==> config.mk <==
export PLATFORM = sky130hd
export DESIGN_NAME = pn_sequence_correlator
export DESIGN_NICKNAME = d
export VERILOG_FILES = /design/src/rtl/pnc_pkg.sv /design/src/rtl/pnc_fifo.sv /design/src/rtl/pnc_front.sv /design/src/rtl/pnc_div.sv /design/src/rtl/pnc_back.sv /design/src/rtl/pn_sequence_correlator.sv
export SDC_FILE = /design/constraint.sdc
export NUM_CORES = 1
export LEC_CHECK = 0
export BUFFER_PORTS_ARGS = -buffer_cell sky130_fd_sc_hd__buf_4
export CORE_ASPECT_RATIO = 0.75
export CORE_MARGIN = 2
export CORE_UTILIZATION = 45
export CTS_BUF_LIST = sky130_fd_sc_hd__clkbuf_8
export CTS_CLUSTER_SIZE = 16
export DETAILED_ROUTE_END_ITERATION = 8
export PLACE_DENSITY = 0.71
export SYNTH_ARGS = -nofsm -noshare
export SYNTH_HDL_FRONTEND = slang
export SYNTH_SLANG_ARGS = --single-unit
export TNS_END_PERCENT = 30
==> constraint.sdc <==
create_clock -name clk -period 6.95 [get_ports clk]
set_input_delay 0.695 -clock clk [delete_from_list [all_inputs] [get_ports clk]]
set_output_delay 0.695 -clock clk [all_outputs]
set_load 0.03 [all_outputs]
==> src/rtl/pnc_pkg.sv <==
// Shared types and constants of the PN sequence correlator.
`default_nettype none
package pnc_pkg;

  localparam int DEG_BITS      = 5;
  localparam int LFSR_BITS     = 16;
  localparam int CFG_IDX_BITS  = 2;
  localparam int CFG_DATA_BITS = 16;

  localparam logic [CFG_IDX_BITS-1:0] REG_CODE_DEGREE   = 2'd0;
  localparam logic [CFG_IDX_BITS-1:0] REG_FEEDBACK_MASK = 2'd1;
  localparam logic [CFG_IDX_BITS-1:0] REG_START_SEED    = 2'd2;

  localparam logic [DEG_BITS-1:0]  RST_CODE_DEGREE   = 5'd10;
  localparam logic [LFSR_BITS-1:0] RST_FEEDBACK_MASK = 16'd1;
  localparam logic [LFSR_BITS-1:0] RST_START_SEED    = 16'd1;

  // queue entry kind
  typedef enum logic {
    OP_SAMPLE  = 1'b0,
    OP_RESTART = 1'b1
  } op_t;

  typedef struct packed {
    logic [DEG_BITS-1:0]  code_degree;
    logic [LFSR_BITS-1:0] feedback_mask;
    logic [LFSR_BITS-1:0] start_seed;
  } cfg_t;

  typedef struct packed {
    logic idle;
    logic done;
  } div_status_t;

endpackage
`default_nettype wire

==> src/rtl/pnc_fifo.sv <==
// Small register queue between the front and back halves.
`default_nettype none
module pnc_fifo #(
  parameter int WIDTH = 33,
  parameter int DEPTH = 4
) (
  input  wire logic             clk,
  input  wire logic             rst_n,
  input  wire logic             push,
  input  wire logic [WIDTH-1:0] push_data,
  output logic                  full,
  input  wire logic             pop,
  output logic                  head_valid,
  output logic [WIDTH-1:0]      head_data
);

  localparam int AW = (DEPTH > 1) ? $clog2(DEPTH) : 1;

  logic [WIDTH-1:0] mem_r [DEPTH];
  logic [AW-1:0]    wr_ptr_r;
  logic [AW-1:0]    rd_ptr_r;
  logic [AW:0]      count_r;

  assign full       = (count_r == (AW+1)'(DEPTH));
  assign head_valid = (count_r != '0);
  assign head_data  = mem_r[rd_ptr_r];

  always_ff @(posedge clk) begin
    if (!rst_n) begin
      wr_ptr_r <= '0;
      rd_ptr_r <= '0;
      count_r  <= '0;
    end else begin
      if (push) begin
        wr_ptr_r <= (wr_ptr_r == AW'(DEPTH - 1)) ? '0 : wr_ptr_r + AW'(1);
      end
      if (pop) begin
        rd_ptr_r <= (rd_ptr_r == AW'(DEPTH - 1)) ? '0 : rd_ptr_r + AW'(1);
      end
      unique case ({push, pop})
        2'b10:   count_r <= count_r + (AW+1)'(1);
        2'b01:   count_r <= count_r - (AW+1)'(1);
        default: count_r <= count_r;
      endcase
    end
  end

  always_ff @(posedge clk) begin
    if (push) begin
      mem_r[wr_ptr_r] <= push_data;
    end
  end

endmodule
`default_nettype wire

==> src/rtl/pnc_front.sv <==
// Input stage: takes transactions, tags them as sample or restart, queues them.
`default_nettype none
module pnc_front import pnc_pkg::*; #(
  parameter int SAMPLE_BITS = 16,
  parameter int ENTRY_W     = 1 + 2 * SAMPLE_BITS
) (
  input  wire logic                          clk,
  input  wire logic                          rst_n,
  input  wire logic                          in_valid,
  output logic                               in_stall,
  input  wire logic                          in_command,
  input  wire logic signed [SAMPLE_BITS-1:0] in_sample_i,
  input  wire logic signed [SAMPLE_BITS-1:0] in_sample_q,
  output logic                               push,
  output logic [ENTRY_W-1:0]                 push_data,
  input  wire logic                          fifo_full
);

  logic               hold_r;
  op_t                op_r;
  logic [SAMPLE_BITS-1:0] smp_i_r;
  logic [SAMPLE_BITS-1:0] smp_q_r;
  logic               take;

  assign in_stall  = hold_r && fifo_full;
  assign take      = in_valid && !in_stall;
  assign push      = hold_r && !fifo_full;
  assign push_data = {op_r, smp_i_r, smp_q_r};

  always_ff @(posedge clk) begin
    if (!rst_n) begin
      hold_r <= 1'b0;
    end else if (take) begin
      hold_r <= 1'b1;
    end else if (push) begin
      hold_r <= 1'b0;
    end
  end

  // restart entries carry no samples
  always_ff @(posedge clk) begin
    if (take) begin
      op_r    <= in_command ? OP_RESTART : OP_SAMPLE;
      smp_i_r <= in_command ? '0 : in_sample_i;
      smp_q_r <= in_command ? '0 : in_sample_q;
    end
  end

endmodule
`default_nettype wire

==> src/rtl/pnc_div.sv <==
// Bit-serial signed divider for the end-of-period quotient, I and Q in lockstep.
`default_nettype none
module pnc_div import pnc_pkg::*; #(
  parameter int ACC_W = 32,
  parameter int LEN_W = 16,
  parameter int OUT_W = 16
) (
  input  wire logic                    clk,
  input  wire logic                    rst_n,
  input  wire logic                    start,
  input  wire logic signed [ACC_W-1:0] sum_i,
  input  wire logic signed [ACC_W-1:0] sum_q,
  input  wire logic [LEN_W-1:0]        len,
  input  wire logic                    take,
  output div_status_t                  status,
  output logic signed [OUT_W-1:0]      corr_i,
  output logic signed [OUT_W-1:0]      corr_q
);

  localparam int CNT_W = $clog2(ACC_W + 1);
  localparam int STP_W = LEN_W + 1 + ACC_W;

  typedef enum logic [1:0] {
    S_IDLE,
    S_RUN,
    S_DONE
  } state_t;

  state_t             state_r;
  logic [CNT_W-1:0]   cnt_r;
  logic [LEN_W-1:0]   den_r;
  logic               neg_i_r, neg_q_r;
  logic [ACC_W-1:0]   mag_i_r, mag_q_r;
  logic [LEN_W:0]     rem_i_r, rem_q_r;
  logic [STP_W-1:0]   stp_i, stp_q;

  // one restoring step: returns {remainder, shifted magnitude with quotient bit}
  function automatic logic [STP_W-1:0] div_step(input logic [LEN_W:0] rem,
                                                input logic [ACC_W-1:0] mag,
                                                input logic [LEN_W-1:0] den);
    logic [LEN_W:0] sh;
    logic           qb;
    sh = {rem[LEN_W-1:0], mag[ACC_W-1]};
    qb = (sh >= {1'b0, den});
    if (qb) begin
      sh = sh - {1'b0, den};
    end
    return {sh, mag[ACC_W-2:0], qb};
  endfunction

  function automatic logic [OUT_W-1:0] saturate(input logic neg, input logic [ACC_W-1:0] mag);
    logic [ACC_W-1:0] lim;
    logic [OUT_W-1:0] res;
    lim = ACC_W'(1) << (OUT_W - 1);
    if (!neg) begin
      res = (mag >= lim) ? {1'b0, {(OUT_W-1){1'b1}}} : mag[OUT_W-1:0];
    end else begin
      res = (mag > lim) ? {1'b1, {(OUT_W-1){1'b0}}} : OUT_W'(-mag[OUT_W-1:0]);
    end
    return res;
  endfunction

  assign stp_i = div_step(rem_i_r, mag_i_r, den_r);
  assign stp_q = div_step(rem_q_r, mag_q_r, den_r);

  assign status.idle = (state_r == S_IDLE);
  assign status.done = (state_r == S_DONE);
  assign corr_i = saturate(neg_i_r, mag_i_r);
  assign corr_q = saturate(neg_q_r, mag_q_r);

  always_ff @(posedge clk) begin
    if (!rst_n) begin
      state_r <= S_IDLE;
      cnt_r   <= '0;
    end else begin
      unique case (state_r)
        S_IDLE: begin
          if (start) begin
            state_r <= S_RUN;
            cnt_r   <= CNT_W'(ACC_W);
            den_r   <= len;
            neg_i_r <= sum_i[ACC_W-1];
            neg_q_r <= sum_q[ACC_W-1];
            mag_i_r <= sum_i[ACC_W-1] ? ACC_W'(-sum_i) : ACC_W'(sum_i);
            mag_q_r <= sum_q[ACC_W-1] ? ACC_W'(-sum_q) : ACC_W'(sum_q);
            rem_i_r <= '0;
            rem_q_r <= '0;
          end
        end
        S_RUN: begin
          {rem_i_r, mag_i_r} <= stp_i;
          {rem_q_r, mag_q_r} <= stp_q;
          cnt_r <= cnt_r - CNT_W'(1);
          if (cnt_r == CNT_W'(1)) begin
            state_r <= S_DONE;
          end
        end
        S_DONE: begin
          if (take) begin
            state_r <= S_IDLE;
          end
        end
        default: state_r <= S_IDLE;
      endcase
    end
  end

endmodule
`default_nettype wire

==> src/rtl/pnc_back.sv <==
// Execution stage: LFSR chip generation, restart sweep and period accumulation.
`default_nettype none
module pnc_back import pnc_pkg::*; #(
  parameter int MAX_DEGREE  = 16,
  parameter int SAMPLE_BITS = 16,
  parameter int ACC_W       = SAMPLE_BITS + MAX_DEGREE
) (
  input  wire logic                          clk,
  input  wire logic                          rst_n,
  input  wire cfg_t                          cfg,
  input  wire logic                          head_valid,
  input  wire op_t                           head_op,
  input  wire logic signed [SAMPLE_BITS-1:0] head_i,
  input  wire logic signed [SAMPLE_BITS-1:0] head_q,
  output logic                               pop,
  input  wire div_status_t                   div_status,
  output logic                               div_start,
  output logic signed [ACC_W-1:0]            div_sum_i,
  output logic signed [ACC_W-1:0]            div_sum_q,
  output logic [MAX_DEGREE-1:0]              div_len
);

  localparam int M = MAX_DEGREE;

  logic                   restart_busy_r;
  logic [M-1:0]           step_cnt_r;
  logic [LFSR_BITS-1:0]   shift_r;
  logic                   held_r;
  logic [M-1:0]           pos_r;
  logic signed [ACC_W-1:0] acc_i_r, acc_q_r;

  logic [DEG_BITS:0]      deg;
  logic [M:0]             len_wide;
  logic [M-1:0]           len;
  logic                   out_bit;
  logic [LFSR_BITS-1:0]   shift_nxt;
  logic [M:0]             pos_inc;
  logic                   is_sample, ends, chip;
  logic signed [ACC_W-1:0] si, sq, sum_i, sum_q;

  // degree clamped to [2, MAX_DEGREE]
  always_comb begin
    deg = {1'b0, cfg.code_degree};
    if (deg < (DEG_BITS+1)'(2)) begin
      deg = (DEG_BITS+1)'(2);
    end else if (deg > (DEG_BITS+1)'(M)) begin
      deg = (DEG_BITS+1)'(M);
    end
  end

  assign len_wide = ((M+1)'(1) << deg) - (M+1)'(1);
  assign len      = len_wide[M-1:0];

  // Galois step: shift right, fold taps in when the output bit is set
  assign out_bit   = shift_r[0];
  assign shift_nxt = {1'b0, shift_r[LFSR_BITS-1:1]} ^ (out_bit ? cfg.feedback_mask : '0);

  assign pos_inc   = {1'b0, pos_r} + (M+1)'(1);
  assign ends      = (pos_inc >= {1'b0, len});
  assign is_sample = (head_op == OP_SAMPLE);
  assign chip      = (pos_r != '0) ? out_bit : held_r;

  assign si = ACC_W'(head_i);
  assign sq = ACC_W'(head_q);
  assign sum_i = chip ? acc_i_r + si : acc_i_r - si;
  assign sum_q = chip ? acc_q_r + sq : acc_q_r - sq;

  assign pop = head_valid && !restart_busy_r && !(is_sample && ends && !div_status.idle);
  assign div_start = pop && is_sample && ends;
  assign div_sum_i = sum_i;
  assign div_sum_q = sum_q;
  assign div_len   = len;

  always_ff @(posedge clk) begin
    if (!rst_n) begin
      restart_busy_r <= 1'b0;
      step_cnt_r     <= '0;
      shift_r        <= '0;
      held_r         <= 1'b0;
      pos_r          <= '0;
      acc_i_r        <= '0;
      acc_q_r        <= '0;
    end else if (restart_busy_r) begin
      shift_r    <= shift_nxt;
      held_r     <= out_bit;
      step_cnt_r <= step_cnt_r - M'(1);
      if (step_cnt_r == M'(1)) begin
        restart_busy_r <= 1'b0;
      end
    end else if (pop) begin
      if (!is_sample) begin
        shift_r        <= cfg.start_seed;
        restart_busy_r <= 1'b1;
        step_cnt_r     <= len;
        pos_r          <= '0;
        acc_i_r        <= '0;
        acc_q_r        <= '0;
      end else begin
        if (pos_r != '0) begin
          shift_r <= shift_nxt;
        end
        held_r <= chip;
        if (ends) begin
          pos_r   <= '0;
          acc_i_r <= '0;
          acc_q_r <= '0;
        end else begin
          pos_r   <= pos_inc[M-1:0];
          acc_i_r <= sum_i;
          acc_q_r <= sum_q;
        end
      end
    end
  end

  a_no_pop_in_sweep: assert property (@(posedge clk) disable iff (!rst_n)
    restart_busy_r |-> !pop)
    else $error("queue popped during restart sweep");

  a_launch_div_idle: assert property (@(posedge clk) disable iff (!rst_n)
    div_start |-> div_status.idle)
    else $error("divider launched while busy");

  a_launch_clears: assert property (@(posedge clk) disable iff (!rst_n)
    div_start |=> (pos_r == '0 && acc_i_r == '0 && acc_q_r == '0))
    else $error("period state not cleared after period end");

  a_restart_clears: assert property (@(posedge clk) disable iff (!rst_n)
    (pop && !is_sample) |=> (restart_busy_r && pos_r == '0))
    else $error("restart did not start sweep");

endmodule
`default_nettype wire

==> src/rtl/pn_sequence_correlator.sv <==
// Top level of the PN sequence correlator: config registers, queue, stages, result register.
//
// Usage:
//  - Input channel (in_valid / in_stall): one transaction per sample. in_command = 0
//    correlates in_sample_i/in_sample_q against the next chip; in_command = 1
//    reloads the seed and sweeps the LFSR through one code period.
//  - Result channel (out_valid / out_stall): one transaction per code period of
//    L = 2^degree - 1 samples, carrying the period sums divided by L, truncated
//    toward zero and saturated.
//  - Config channel (cfg_valid / cfg_ready, cfg_ready always high): index 0 code
//    degree, 1 feedback mask, 2 start seed. Write only while the block is idle.
// Throughput: one sample per cycle unless the block stalls. A period end must wait
//  for the bit-serial divider to be idle, so short periods can slow the stream. A
//  restart holds the back stage while the LFSR steps through one code period.
// Path: a sample passes the front holding register and the queue to the back stage;
//  its result then passes the bit-serial divider and the result register.
// Reset: config returns to degree 10, mask 1, seed 1; LFSR is zero (all chips -1)
//  until the first restart. A stalled receiver holds the result register, then the
//  divider, then the queue, and finally raises in_stall.
`default_nettype none
module pn_sequence_correlator import pnc_pkg::*; #(
  parameter int MAX_DEGREE  = 16,
  parameter int SAMPLE_BITS = 16
) (
  input  wire logic                          clk,
  input  wire logic                          rst_n,
  // input samples
  input  wire logic                          in_valid,
  output logic                               in_stall,
  input  wire logic                          in_command,
  input  wire logic signed [SAMPLE_BITS-1:0] in_sample_i,
  input  wire logic signed [SAMPLE_BITS-1:0] in_sample_q,
  // correlation results
  output logic                               out_valid,
  input  wire logic                          out_stall,
  output logic signed [SAMPLE_BITS-1:0]      out_corr_i,
  output logic signed [SAMPLE_BITS-1:0]      out_corr_q,
  // configuration writes
  input  wire logic                          cfg_valid,
  output logic                               cfg_ready,
  input  wire logic [CFG_IDX_BITS-1:0]       cfg_index,
  input  wire logic [CFG_DATA_BITS-1:0]      cfg_data
);

  localparam int ACC_W   = SAMPLE_BITS + MAX_DEGREE;  // exact period sum
  localparam int ENTRY_W = 1 + 2 * SAMPLE_BITS;       // {op, i, q}
  localparam int Q_DEPTH = 4;

  cfg_t                    cfg_r;
  logic                    push, fifo_full, pop, head_valid;
  logic [ENTRY_W-1:0]      push_data, head_data;
  op_t                     head_op;
  logic signed [SAMPLE_BITS-1:0] head_i, head_q;
  div_status_t             div_status;
  logic                    div_start, div_take;
  logic signed [ACC_W-1:0] div_sum_i, div_sum_q;
  logic [MAX_DEGREE-1:0]   div_len;
  logic signed [SAMPLE_BITS-1:0] div_corr_i, div_corr_q;
  logic                    out_valid_r;
  logic signed [SAMPLE_BITS-1:0] out_corr_i_r, out_corr_q_r;

  // configuration registers; unknown indexes are dropped
  assign cfg_ready = 1'b1;

  always_ff @(posedge clk) begin
    if (!rst_n) begin
      cfg_r.code_degree   <= RST_CODE_DEGREE;
      cfg_r.feedback_mask <= RST_FEEDBACK_MASK;
      cfg_r.start_seed    <= RST_START_SEED;
    end else if (cfg_valid && cfg_ready) begin
      unique case (cfg_index)
        REG_CODE_DEGREE:   cfg_r.code_degree   <= cfg_data[DEG_BITS-1:0];
        REG_FEEDBACK_MASK: cfg_r.feedback_mask <= cfg_data[LFSR_BITS-1:0];
        REG_START_SEED:    cfg_r.start_seed    <= cfg_data[LFSR_BITS-1:0];
        default:           cfg_r <= cfg_r;
      endcase
    end
  end

  pnc_front #(
    .SAMPLE_BITS (SAMPLE_BITS),
    .ENTRY_W     (ENTRY_W)
  ) u_front (
    .clk         (clk),
    .rst_n       (rst_n),
    .in_valid    (in_valid),
    .in_stall    (in_stall),
    .in_command  (in_command),
    .in_sample_i (in_sample_i),
    .in_sample_q (in_sample_q),
    .push        (push),
    .push_data   (push_data),
    .fifo_full   (fifo_full)
  );

  pnc_fifo #(
    .WIDTH (ENTRY_W),
    .DEPTH (Q_DEPTH)
  ) u_fifo (
    .clk        (clk),
    .rst_n      (rst_n),
    .push       (push),
    .push_data  (push_data),
    .full       (fifo_full),
    .pop        (pop),
    .head_valid (head_valid),
    .head_data  (head_data)
  );

  assign head_op = op_t'(head_data[ENTRY_W-1]);
  assign head_i  = head_data[2*SAMPLE_BITS-1:SAMPLE_BITS];
  assign head_q  = head_data[SAMPLE_BITS-1:0];

  pnc_back #(
    .MAX_DEGREE  (MAX_DEGREE),
    .SAMPLE_BITS (SAMPLE_BITS),
    .ACC_W       (ACC_W)
  ) u_back (
    .clk        (clk),
    .rst_n      (rst_n),
    .cfg        (cfg_r),
    .head_valid (head_valid),
    .head_op    (head_op),
    .head_i     (head_i),
    .head_q     (head_q),
    .pop        (pop),
    .div_status (div_status),
    .div_start  (div_start),
    .div_sum_i  (div_sum_i),
    .div_sum_q  (div_sum_q),
    .div_len    (div_len)
  );

  pnc_div #(
    .ACC_W (ACC_W),
    .LEN_W (MAX_DEGREE),
    .OUT_W (SAMPLE_BITS)
  ) u_div (
    .clk    (clk),
    .rst_n  (rst_n),
    .start  (div_start),
    .sum_i  (div_sum_i),
    .sum_q  (div_sum_q),
    .len    (div_len),
    .take   (div_take),
    .status (div_status),
    .corr_i (div_corr_i),
    .corr_q (div_corr_q)
  );

  // result register: refills in the same cycle the old transaction leaves
  assign div_take = div_status.done && (!out_valid_r || !out_stall);

  always_ff @(posedge clk) begin
    if (!rst_n) begin
      out_valid_r <= 1'b0;
    end else if (div_take) begin
      out_valid_r <= 1'b1;
    end else if (!out_stall) begin
      out_valid_r <= 1'b0;
    end
  end

  always_ff @(posedge clk) begin
    if (div_take) begin
      out_corr_i_r <= div_corr_i;
      out_corr_q_r <= div_corr_q;
    end
  end

  assign out_valid  = out_valid_r;
  assign out_corr_i = out_corr_i_r;
  assign out_corr_q = out_corr_q_r;

endmodule
`default_nettype wire

==> metrics <==
vias in the first global route=20033; outcome=complete, no violations; # clock sinks=481; clk_skew=0.0412 ns; final WL=67000 um; most common cell in the synthesized netlist=nand2_1; antenna-violating nets left=0; core box area=59300 um2; CP max stage delay=0.61 ns; number of synthesized flops with an enable pin=311; fin util=51.8%; Placer Congestion=0.930; Worst-Skew Late Latency=0.69 ns; Max Cap Viol=0; share of post-route cells with drive strength above 1=12.5%; Crit Path Category=reg2reg; Slowest-stage cell, CP=or4b_4; Worst Path Required=7.35 ns; post-synthesis cell type count=86; Worst Setup End Kind=register; number of H-tree levels=3; slack of the critical path=0.293 ns; DRC=0; crit start category=register; CP Buf/Inv Count=1; Pins Over Slew Limit=0; async set-reset flop share out of synthesis=0%; pwr dens=502 nW/um2; FF-to-FF path depth=20; first-pass GRT wire length=107000 um; DR vias/cell=5.72; DRT Pass-1 Iters=6; FF+latch count, synth=481; Seq/Total Area, Yosys=46.9%; worst reg2reg path endpoint=u_div.mag_q_r[29]$_DFFE_PP_; Synth top area share=34.4%; worst min path class=in2reg; Die Y=217 um; hold_sp=in_valid; Ys Warns=0; max_slew headroom=21.0%; Final setup viols=0; Synth Instances=2802; Rows=77; GR Overflow Total=0; CTS Buf Count=80; min Tclk post-route=6.66 ns; Max Fclk=150 MHz; Die Area=62300 um2; worst slew pin tran=1.18 ns; Synth area leader=edfxtp_1; Iteration-0 DRC Markers=1886; Hold Vio Cnt, Final=0; Post-synth top cells=nand2_1 (361), edfxtp_1 (311), nor2_1 (246), a21oi_1 (210), o21ai_0 (206); area grow syn2layout=13.2%; Final period util=95.8%; Worst Setup EP=u_div.mag_q_r[29]$_DFFE_PP_; Layout Nets=3107; clock tree root driver cell=clkbuf_8; Ports=91; mean post-synth cell area=9.69 um2; Avg WL per Cell=17.8 um; GRT Overall Usage=21.1%; highest net fanout along the worst path=22; post-DP HPWL=47800 um; Peak supply drop=235 uV; clock slew at reported path FFs=0.06 ns; crit path DAT=7.05 ns; Synth area leaders=edfxtp_1 (34%), dfxtp_1 (13%), ha_1 (6.0%); WP depth=20; CTS tree=yes; Reg2Reg Setup Slack=0.29 ns; diode count=0; Final Hold Slack=0.249 ns; critical path, cell by cell=buf_12 > mux4_2 > or2_2 > nor3_2 > nand2_1 > or2_2 > or3_1 > nand2_1 > xnor2_1 > ha_1 > nand3_1 > nor3b_1 > or3_4 > o311ai_4 > or3b_1 > or3_1 > or4b_4 > o41ai_2 > xor2_1 > o21ai_1; Die W=288 um; top_reg_cell synth=edfxtp_1; vias=21550; initial antenna violation count=0; Mapped Area=27100 um2; leakage=11.8 nW; delay-heaviest family, CP=simple AND/OR/NAND/NOR gates; number of buffers on the longest clock path=3; hold_buf cts=0; starting density of the core=45.8%; setup tns final=0 ns; fill count=5260; largest net degree at the start of global routing=106; pre-CTS WS=0.118 ns; Buffers on Ports=89
[worst min-delay path by stage]
stage                                     end  slack, ns  cells past startpoint
2_1_floorplan  u_back.acc_i_r[0]$_SDFFE_PN0P_       0.43                      2
3_3_place_gp            cfg_r[1]$_SDFFE_PN0P_       0.44                      2
3_5_place_dp           cfg_r[21]$_SDFFE_PN0P_       0.45                      2
4_1_cts           u_front.hold_r$_SDFFE_PN0P_       0.19                      3
5_1_grt           u_front.hold_r$_SDFFE_PN0P_       0.23                      3
6_report          u_front.hold_r$_SDFFE_PN0P_       0.25                      3
[per-layer routing]
metal | vias up | routed length (um) | global-route usage, %
li1 | 10419 | - | -
met1 | 10302 | 33000 | 32.5
met2 | 725 | 27800 | 30.1
met3 | 104 | 5080 | 3.94
met4 | 0 | 1190 | 5.42
met5 | - | 0 | 0
[through the flow]
step | area [um2] | total power, W | std cells
6_report | 30700 | 0.0154 | 3769
5_1_grt | 30700 | 0.0164 | 3769
4_1_cts | 30600 | 0.0152 | 3768
3_5_place_dp | 28900 | 0.0125 | 3622
3_3_place_gp | 28900 | 0.0123 | 3622
2_1_floorplan | 27200 | 0.00990 | 2806
[layout make-up]
type | instances | area, um2 | share of cell area (%)
multi-input combinational | 2073 | 13600 | 44.3
sequential | 481 | 12700 | 41.5
clock buffer | 94 | 1290 | 4.21
timing repair buffer | 160 | 1230 | 3.99
inverter | 119 | 447 | 1.45
clock inverter | 52 | 428 | 1.39
tap | 790 | 988 | 3.22
[worst reg2reg max path: stages (launching register included)]
cell,delay (ns)
dfxtp_2,0.41
buf_12,0.22
mux4_2,0.56
or2_2,0.34
nor3_2,0.22
nand2_1,0.11
or2_2,0.31
or3_1,0.41
nand2_1,0.10
xnor2_1,0.14
ha_1,0.36
nand3_1,0.21
nor3b_1,0.09
or3_4,0.41
o311ai_4,0.32
or3b_1,0.44
or3_1,0.42
or4b_4,0.61
o41ai_2,0.43
xor2_1,0.19
o21ai_1,0.07
[repair_timing]
action	4_1_cts	5_1_grt
setup buffers	0	1
setup endpoints to repair	0	19
gates resized for setup	0	16
[registers in the layout (all words and copies together) (netlist names), 3 cells and up, named ones only]
| name | cells |
|---|---|
| u_div.rem_q_r | 16 |
| u_front.smp_i_r | 16 |
| u_back.pos_r | 16 |
| out_corr_i | 16 |
| u_back.step_cnt_r | 16 |
| u_back.acc_i_r | 32 |
| u_div.den_r | 16 |
| u_fifo.count_r | 3 |
| u_div.mag_i_r | 32 |
| u_div.cnt_r | 6 |
| cfg_r | 37 |
| u_div.mag_q_r | 32 |
| u_back.acc_q_r | 32 |
| u_front.smp_q_r | 16 |
| out_corr_q | 16 |
| u_back.shift_r | 16 |
| u_fifo.mem_r | 132 |
| u_div.rem_i_r | 16 |
[power by group]
group / internal (W) / total (W) / switching [W]
Sequential: 0.00372 / 0.00397 / 0.000250
Clock: 0.00147 / 0.00268 / 0.00121
Combinational: 0.00343 / 0.00877 / 0.00534
[cells by family after synthesis]
family / share of synthesized area (%)
AOI/OAI and AO/OA: 16.0
xor gates and xnor gates: 6.13
adders and majority gates: 6.41
buffers and inverters: 3.56
DFF: 46.9
muxes: 4.20
other: 0.0138
and+or+nand+nor: 16.8
[layout by cell type (no fill, tap or decap), drive strengths merged, types with 9 or more instances in the layout]
| cell | n |
|---|---|
| nor3 | 54 |
| nor2 | 246 |
| and2 | 10 |
| o211ai | 13 |
| o41ai | 9 |
| dfxtp | 170 |
| xnor2 | 103 |
| o21ai | 217 |
| inv | 140 |
| o31ai | 12 |
| a21oi | 211 |
| a22oi | 17 |
| nand2 | 361 |
| edfxtp | 311 |
| clkinv | 22 |
| a31oi | 25 |
| nand2b | 20 |
| nor4 | 26 |
| a22o | 27 |
| xor2 | 87 |
| and3 | 23 |
| clkbuf | 94 |
| buf | 160 |
| o311ai | 29 |
| or3 | 44 |
| mux4 | 33 |
| nand3 | 47 |
| a21o | 30 |
| nor2b | 59 |
| a211oi | 18 |
| mux2i | 35 |
| o21a | 14 |
| ha | 131 |
| or2 | 17 |
| nand4 | 33 |
Power figures use the tool's default switching activity.
